===== src/brs_pkg.sv =====
// shared constants, codes and types of the rank/select bit vector core
package brs_pkg;

    // default geometry of the store and its count index
    localparam int STORE_WORDS_DEF     = 4096;
    localparam int BLOCK_BITS_DEF      = 512;
    localparam int SUPERBLOCK_BITS_DEF = 65536;

    // fixed field widths
    localparam int WORD_W   = 64;
    localparam int ARG_W    = 19;
    localparam int ANSWER_W = 19;
    localparam int CNT_W    = 7;

    typedef enum logic [1:0] {
        OP_APPEND = 2'd0,
        OP_RANK   = 2'd1,
        OP_SELECT = 2'd2,
        OP_CLEAR  = 2'd3
    } opcode_t;

    typedef enum logic [1:0] {
        ST_OK    = 2'd0,
        ST_RANGE = 2'd1,
        ST_FULL  = 2'd2
    } status_t;

endpackage


===== src/brs_popcnt.sv =====
// shared population count unit over a masked 64-bit word
module brs_popcnt (
    input  logic [brs_pkg::WORD_W-1:0] word,
    input  logic [brs_pkg::WORD_W-1:0] mask,
    output logic [brs_pkg::CNT_W-1:0]  count
);

    logic [63:0] bits;
    logic [1:0]  s1 [32];
    logic [2:0]  s2 [16];
    logic [3:0]  s3 [8];
    logic [4:0]  s4 [4];
    logic [5:0]  s5 [2];

    // balanced adder tree
    always_comb
    begin
        bits = word & mask;
        for (int i = 0; i < 32; i++)
        begin
            s1[i] = {1'b0, bits[2*i]} + {1'b0, bits[2*i+1]};
        end
        for (int i = 0; i < 16; i++)
        begin
            s2[i] = {1'b0, s1[2*i]} + {1'b0, s1[2*i+1]};
        end
        for (int i = 0; i < 8; i++)
        begin
            s3[i] = {1'b0, s2[2*i]} + {1'b0, s2[2*i+1]};
        end
        for (int i = 0; i < 4; i++)
        begin
            s4[i] = {1'b0, s3[2*i]} + {1'b0, s3[2*i+1]};
        end
        for (int i = 0; i < 2; i++)
        begin
            s5[i] = {1'b0, s4[2*i]} + {1'b0, s4[2*i+1]};
        end
        count = {1'b0, s5[0]} + {1'b0, s5[1]};
    end

endmodule


===== config.mk =====
export PLATFORM = sky130hd
export DESIGN_NAME = brs_popcnt
export DESIGN_NICKNAME = d
export VERILOG_FILES = /design/src/brs_pkg.sv /design/src/brs_popcnt.sv
export SDC_FILE = /design/constraint.sdc
export NUM_CORES = 1
export LEC_CHECK = 0
export ABC_AREA = 1
export ABC_CLOCK_PERIOD_IN_PS = 9750
export BUFFER_PORTS_ARGS = -buffer_cell sky130_fd_sc_hd__buf_4
export CAP_MARGIN = 20
export CORE_MARGIN = 1.5
export CORE_UTILIZATION = 40
export DETAILED_ROUTE_END_ITERATION = 10
export PLACE_DENSITY = 0.82
export SLEW_MARGIN = 20
export SYNTH_ARGS = -nofsm -noshare
export SYNTH_HDL_FRONTEND = slang
export SYNTH_SLANG_ARGS = --single-unit

===== constraint.sdc =====
create_clock -name vclk -period 9.75
set_input_delay 0.4875 -clock vclk [all_inputs]
set_output_delay 0.4875 -clock vclk [all_outputs]
set_load 0.02 [all_outputs]

==> flow_summary.json, run 1 <==
{
  "outcome": "completed",
  "n_sequential_cell": 0,
  "post-dp-hpwl_mm": 4.17,
  "synthMuxAreaShare_pct": 0,
  "hold_violations": 0,
  "worstHoldEndpoint": "count[0]",
  "rows": 24,
  "rsz0062_at_grt": "no",
  "arrival_ps": 6090,
  "routed_wl_mm": 4.15,
  "grt_util_all_layers_pct": 16.9,
  "synth.yosys.seq_area_share_pct": 0,
  "max_freq_ghz": 0.152,
  "slew_headroom_pct": 87.7,
  "diodes": 0,
  "grt_pass1_vias": 1921,
  "regArea_um2": 0,
  "die_area_um2": 5070,
  "hp-start": "mask[2]",
  "area_growth_syn_to_layout_pct": 57.9,
  "die_h_um": 71.2,
  "setup_viol": 0,
  "fp.coreArea_um2": 4410,
  "io_buffers": 135,
  "finalInstanceArea_um2": 2940,
  "drtPass1Iterations": 3,
  "hold_depth": 5,
  "grt_max_degree": 6,
  "grt_overflow_total": 0,
  "slew_viol_final": 0,
  "synth_compound_area_share_pct": 0.806,
  "grt_pass1_wl_mm": 7.24,
  "placed_area_um2": 2940,
  "via_per_inst": 4.40,
  "synthCells": 220,
  "path_max_fanout": 3,
  "clkbuf_count": 0,
  "tns_ps": 0,
  "end_kind": "output port",
  "num_io_pins": 135,
  "use_met1_pct": 19.6,
  "met2_usage_pct": 35.0,
  "yosys.area_share.simple_pct": 16.9,
  "vias": 1790,
  "final.min_clock_period_ps": 6570,
  "gp_congestion": 0.766,
  "start_util_pct": 42.2,
  "grt_most_used_layer": "met2",
  "path_class": "input port to output port",
  "syn_area_um2": 1860,
  "max_cap_violations": 0,
  "nets": 554,
  "antenna_found_initial": 0,
  "ctsResizeCount": 0,
  "start_kind": "input port",
  "synth_top_family_by_area": "adder cells",
  "fin_crit_sh_pct": 67.4,
  "fp.dieW_um": 71.2,
  "cts_setup_buffers": 0,
  "syn_nets": 417,
  "grtUsageMet3_pct": 1.83,
  "synth_fa_ha_area_share_pct": 68.1,
  "antenna_left": 0,
  "syn_area_per_cell_um2": 8.46,
  "hold_path.class": "input port to output port",
  "worst_pin_slew_ps": 185,
  "synth_cell_types": 9,
  "drc": 0,
  "worstPathRequired_ps": 9260,
  "routedWlPerCell_um": 10.2,
  "synth-xor-area-share_pct": 1.41,
  "drt_iter0_markers": 26,
  "yosysWarnings": 0,
  "cp-startpoint": "word[5]",
  "layout-drive-gt1-share_pct": 38.0,
  "ctsHoldBuffers": 0
}
## how the worst max path moves through the flow
stage	endpoint	slack, ps	cells after the start
final	count[4]	3180	19
after detailed placement	count[4]	3150	19
after global routing	count[4]	2910	19
after floorplan	count[4]	3400	17
after global placement	count[4]	3240	19
after CTS	count[4]	3140	19
## layer usage
layer | vias up | wire (um)
met4 | 0 | 0
met2 | 78 | 2410
met1 | 823 | 1360
met3 | 0 | 376
met5 | - | 0
li1 | 889 | -
## critical path, cell delays in order
cell,delay (ps)
buf_4,110
nand2_1,50
inv_1,50
fa_1,530
inv_1,50
fa_1,460
fa_1,530
fa_1,520
fa_1,510
fa_1,520
fa_1,510
fa_1,550
inv_1,40
ha_1,230
fa_1,420
nand3_1,110
nand2_1,80
xor2_1,160
buf_4,160
## cell families after synthesis
kind of cell / after synthesis
adder cells (fa/ha/maj): 69
buffers and inverters: 63
AND/OR/NAND/NOR: 82
XOR/XNOR: 3
AO/OA/AOI/OAI: 3
## synth_stat cells
| master | instances | share of area [%] |
|---|---|---|
| a21oi_1 | 3 | 0.81 |
| fa_1 | 54 | 58 |
| ha_1 | 15 | 10 |
| inv_1 | 63 | 13 |
| nand2_1 | 74 | 15 |
| nand3_1 | 4 | 1.1 |
| nand4_1 | 1 | 0.34 |
| nor2_1 | 3 | 0.60 |
| xor2_1 | 3 | 1.4 |
## cells in the final DEF, fill, tap and decap left out, drive strengths merged
cell   Yosys  final
ha        15     15
nor2       3      3
fa        54     54
inv       63     63
buf        0    135
nand2     74     74
xor2       3      3
a21oi      3      3
nand4      1      1
nand3      4      4
## through the flow
step	util [%]	worst slack, ps	hold WS (ps)	std cells
after detailed placement	66.6	3150	1380	407
after floorplan	-	3400	1260	220
after global routing	66.6	2910	1430	407
after CTS	66.6	3140	1390	407
final	66.6	3180	1390	407
after global placement	66.6	3240	1390	407
## cell type report
type / instances / area, um^2
multi-input combinational: 157 / 1630
inverter: 63 / 236
tap: 52 / 65.1
fill: 374 / 1470
timing repair buffer: 135 / 1010
Power of run 1 is not shown: default switching activity piles up to over one toggle a cycle in this logic, so the estimate is an artifact.
==> run 2, diff against run 1 <==
--- a/config.mk
+++ b/config.mk
@@ -6,7 +6,7 @@
 export NUM_CORES = 1
 export LEC_CHECK = 0
 export ABC_AREA = 1
-export ABC_CLOCK_PERIOD_IN_PS = 9750
+export ABC_CLOCK_PERIOD_IN_PS = 6800
 export BUFFER_PORTS_ARGS = -buffer_cell sky130_fd_sc_hd__buf_4
 export CAP_MARGIN = 20
 export CORE_MARGIN = 1.5
==> constraint.sdc (replaced) <==
create_clock -name vclk -period 6.8
set_input_delay 0.34 -clock vclk [all_inputs]
set_output_delay 0.34 -clock vclk [all_outputs]
set_load 0.02 [all_outputs]
==> flow_summary.json, run 2 (synthesized netlist as in run 1, its figures left out) <==
{
  "regArea_um2": 0,
  "grt_overflow_total": 0,
  "final_cell_mix": "135 x buf_4, 74 x nand2_1, 63 x inv_1",
  "start_kind": "input port",
  "grt_pass1_vias": 1924,
  "use_met1_pct": 18.8,
  "outcome": "completed",
  "clkbuf_count": 0,
  "slew_viol_final": 0,
  "io_buffers": 135,
  "die_h_um": 71.2,
  "fin_hold_ws_ps": 1100,
  "fp.dieW_um": 71.2,
  "diodes": 0,
  "finalInstanceArea_um2": 2940,
  "num_io_pins": 135,
  "layout_commonest_cell": "buf_4",
  "gp_congestion": 0.766,
  "grt_util_all_layers_pct": 16.8,
  "routedWlPerCell_um": 10.3,
  "slew_headroom_pct": 87.7,
  "drtPass1Iterations": 4,
  "grt_most_used_layer": "met2",
  "rows": 24,
  "area_growth_syn_to_layout_pct": 57.9,
  "placed_area_um2": 2940,
  "cp_cell_sequence": "buf_4, nand2_1, inv_1, fa_1, inv_1, fa_1, fa_1, fa_1, fa_1, fa_1, fa_1, fa_1, inv_1, ha_1, fa_1, nand3_1, nand2_1, xor2_1, buf_4",
  "layout-drive-gt1-share_pct": 38.0,
  "tns_ps": 0,
  "hold_violations": 0,
  "grt_pass1_wl_mm": 7.18,
  "nets": 554,
  "die_area_um2": 5070,
  "end_kind": "output port",
  "routed_wl_mm": 4.19,
  "cp_num_buf_inv": 5,
  "grtUsageMet3_pct": 1.83,
  "fin_crit_sh_pct": 92.4,
  "worstPathRequired_ps": 6460,
  "via_per_inst": 4.42,
  "setup_viol": 0,
  "max_stage_delay_ps": 550,
  "final_util_pct": 66.6,
  "fp.coreArea_um2": 4410,
  "path_class": "input port to output port",
  "max_freq_ghz": 0.159,
  "post-dp-hpwl_mm": 4.19,
  "arrival_ps": 5950,
  "ctsResizeCount": 0,
  "max_cap_violations": 0,
  "antenna_found_initial": 0,
  "ctsHoldBuffers": 0,
  "antenna_left": 0,
  "hold_path.class": "input port to output port",
  "final.min_clock_period_ps": 6290,
  "cp_top_family": "adder cells",
  "rsz0062_at_grt": "no",
  "start_util_pct": 42.2,
  "n_sequential_cell": 0,
  "path_max_fanout": 3,
  "drc": 0,
  "crit_top_cell": "fa_1",
  "cpMaxStageDelayCell": "fa_1",
  "worst_pin_slew_ps": 184,
  "met2_usage_pct": 35.5,
  "vias": 1799,
  "cts_setup_buffers": 0,
  "grt_max_degree": 6,
  "drt_iter0_markers": 25
}
## run 2: cell counts in the layout (fill, tap and decap cells not counted)
Identical to the previous run, type by type.
## run 2: worst paths after layout
| check | start | endpoint | slack [ps] | cells past startpoint |
|---|---|---|---|---|
| max | word[5] | count[4] | 510 | 19 |
| min | mask[2] | count[0] | 1100 | 5 |
## run 2: layer usage
metal  vias up  share of wire, %
met2        80                58
met1       830                33
li1        889                 -
met3         0               9.1
met4         0                 0
met5         -                 0
## run 2: final cells by class
| type | instances | area (um^2) |
|---|---|---|
| multi-input cells | 157 | 1630 |
| fillers | 375 | 1470 |
| repair buffers | 135 | 1010 |
| inverters | 63 | 236 |
| well taps | 52 | 65.1 |
## run 2: worst min-delay path, cell delays in order
cell	delay [ps]
buf_4	80
nand2_1	40
inv_1	50
ha_1	120
buf_4	130
## run 2: metrics by stage
stage                     setup WS, ps  cells
after global routing               253    407
after detailed placement           495    407
final                              514    407
after CTS                          492    407
after floorplan                    742    220
after global placement             584    407
Power of run 2 is left out for the same reason.
==> run 3, diff against run 2 <==
--- a/config.mk
+++ b/config.mk
@@ -9,10 +9,12 @@
 export ABC_CLOCK_PERIOD_IN_PS = 6800
 export BUFFER_PORTS_ARGS = -buffer_cell sky130_fd_sc_hd__buf_4
 export CAP_MARGIN = 20
-export CORE_MARGIN = 1.5
+export CORE_MARGIN = 3
 export CORE_UTILIZATION = 40
 export DETAILED_ROUTE_END_ITERATION = 10
 export PLACE_DENSITY = 0.82
+export RECOVER_POWER = 50
+export SETUP_SLACK_MARGIN = 0.5
 export SLEW_MARGIN = 20
 export SYNTH_ARGS = -nofsm -noshare
 export SYNTH_HDL_FRONTEND = slang
==> flow_summary.json, run 3 (synthesized netlist as in run 1, its figures left out) <==
{
  "path_max_fanout": 3,
  "grt_pass1_vias": 1741,
  "fp.coreArea_um2": 4410,
  "rows": 24,
  "drt_iter0_markers": 16,
  "setup_viol": 0,
  "end_kind": "output port",
  "clkbuf_count": 0,
  "diodes": 0,
  "post-dp-hpwl_mm": 4.38,
  "max_freq_ghz": 0.164,
  "slew_headroom_pct": 82.8,
  "via_per_inst": 4.38,
  "grt_util_all_layers_pct": 14.5,
  "finalInstanceArea_um2": 2940,
  "area_growth_syn_to_layout_pct": 58.1,
  "num_io_pins": 135,
  "max_cap_violations": 0,
  "hold_violations": 0,
  "antenna_left": 0,
  "start_util_pct": 42.2,
  "start_kind": "input port",
  "routedWlPerCell_um": 10.6,
  "final.min_clock_period_ps": 6110,
  "hold_path.class": "input port to output port",
  "layout_commonest_cell": "buf_4",
  "die_area_um2": 5510,
  "placed_area_um2": 2940,
  "die_h_um": 74.2,
  "routed_wl_mm": 4.31,
  "n_sequential_cell": 0,
  "final_cell_mix": "134 x buf_4, 74 x nand2_1, 63 x inv_1",
  "worst_pin_slew_ps": 260,
  "grt_pass1_wl_mm": 6.48,
  "drc": 0,
  "tns_ps": 0,
  "fp.dieW_um": 74.2,
  "layout-drive-gt1-share_pct": 37.9,
  "vias": 1787,
  "regArea_um2": 0,
  "final_util_pct": 66.7,
  "nets": 555,
  "hold_depth": 5,
  "grt_overflow_total": 0,
  "io_buffers": 135,
  "drtPass1Iterations": 4,
  "gp_congestion": 0.740,
  "slew_viol_final": 0,
  "fin_crit_sh_pct": 89.8,
  "grt_max_degree": 6,
  "arrival_ps": 5770,
  "worstPathRequired_ps": 6460,
  "path_class": "input port to output port",
  "antenna_found_initial": 0,
  "outcome": "completed",
  "rsz0062_at_grt": "no"
}
-- run 3: cell types whose count changed in the layout (fill, tap and decap cells not counted), sizes merged --
| cell | previous run | this run |
|---|---|---|
| clkbuf | 0 | 2 |
| buf | 135 | 134 |
-- run 3: layout make-up --
cell class / count / area [um^2]
Tap cell: 52 / 65.1
Inverter: 63 / 236
Fill cell: 384 / 1470
Multi-Input combinational cell: 157 / 1630
Timing Repair Buffer: 136 / 1010
-- run 3: routing by layer --
| metal | up-vias | GRT usage [%] | share of wire (%) | wire length [um] |
|---|---|---|---|---|
| li1 | 894 | - | - | - |
| met1 | 808 | 16.6 | 31 | 1350 |
| met2 | 85 | 30.7 | 58 | 2500 |
| met3 | 0 | 0.946 | 11 | 467 |
| met4 | 0 | 0 | 0 | 0 |
| met5 | - | 0 | 0 | 0 |
-- run 3: critical path, cell delays in order --
cell	delay, ps
buf_4	80
nand2_1	60
fa_1	530
inv_1	50
fa_1	520
inv_1	50
fa_1	470
fa_1	540
fa_1	450
fa_1	570
fa_1	440
fa_1	550
inv_1	40
ha_1	240
fa_2	370
nand3_1	90
nand2_1	80
xor2_1	140
buf_4	160
-- run 3: timing repair --
action / 4_1_cts / 5_1_grt
endpoints found under the setup margin: 0 / 3
resized for setup: 0 / 2
hold buffers: 0 / 0
setup buffers: 0 / 1
-- run 3: final timing paths --
path                 start       end
setup / recovery  word[53]  count[4]
hold / removal     mask[2]  count[0]
-- run 3: through the flow --
step | worst slack (ps) | hold WS (ps) | instances
2_1_floorplan | 742 | 961 | 220
3_3_place_gp | 589 | 1090 | 407
6_report | 694 | 1200 | 408
4_1_cts | 502 | 1090 | 407
3_5_place_dp | 508 | 1080 | 407
5_1_grt | 452 | 1230 | 408
Power of run 3 is left out for the same reason.
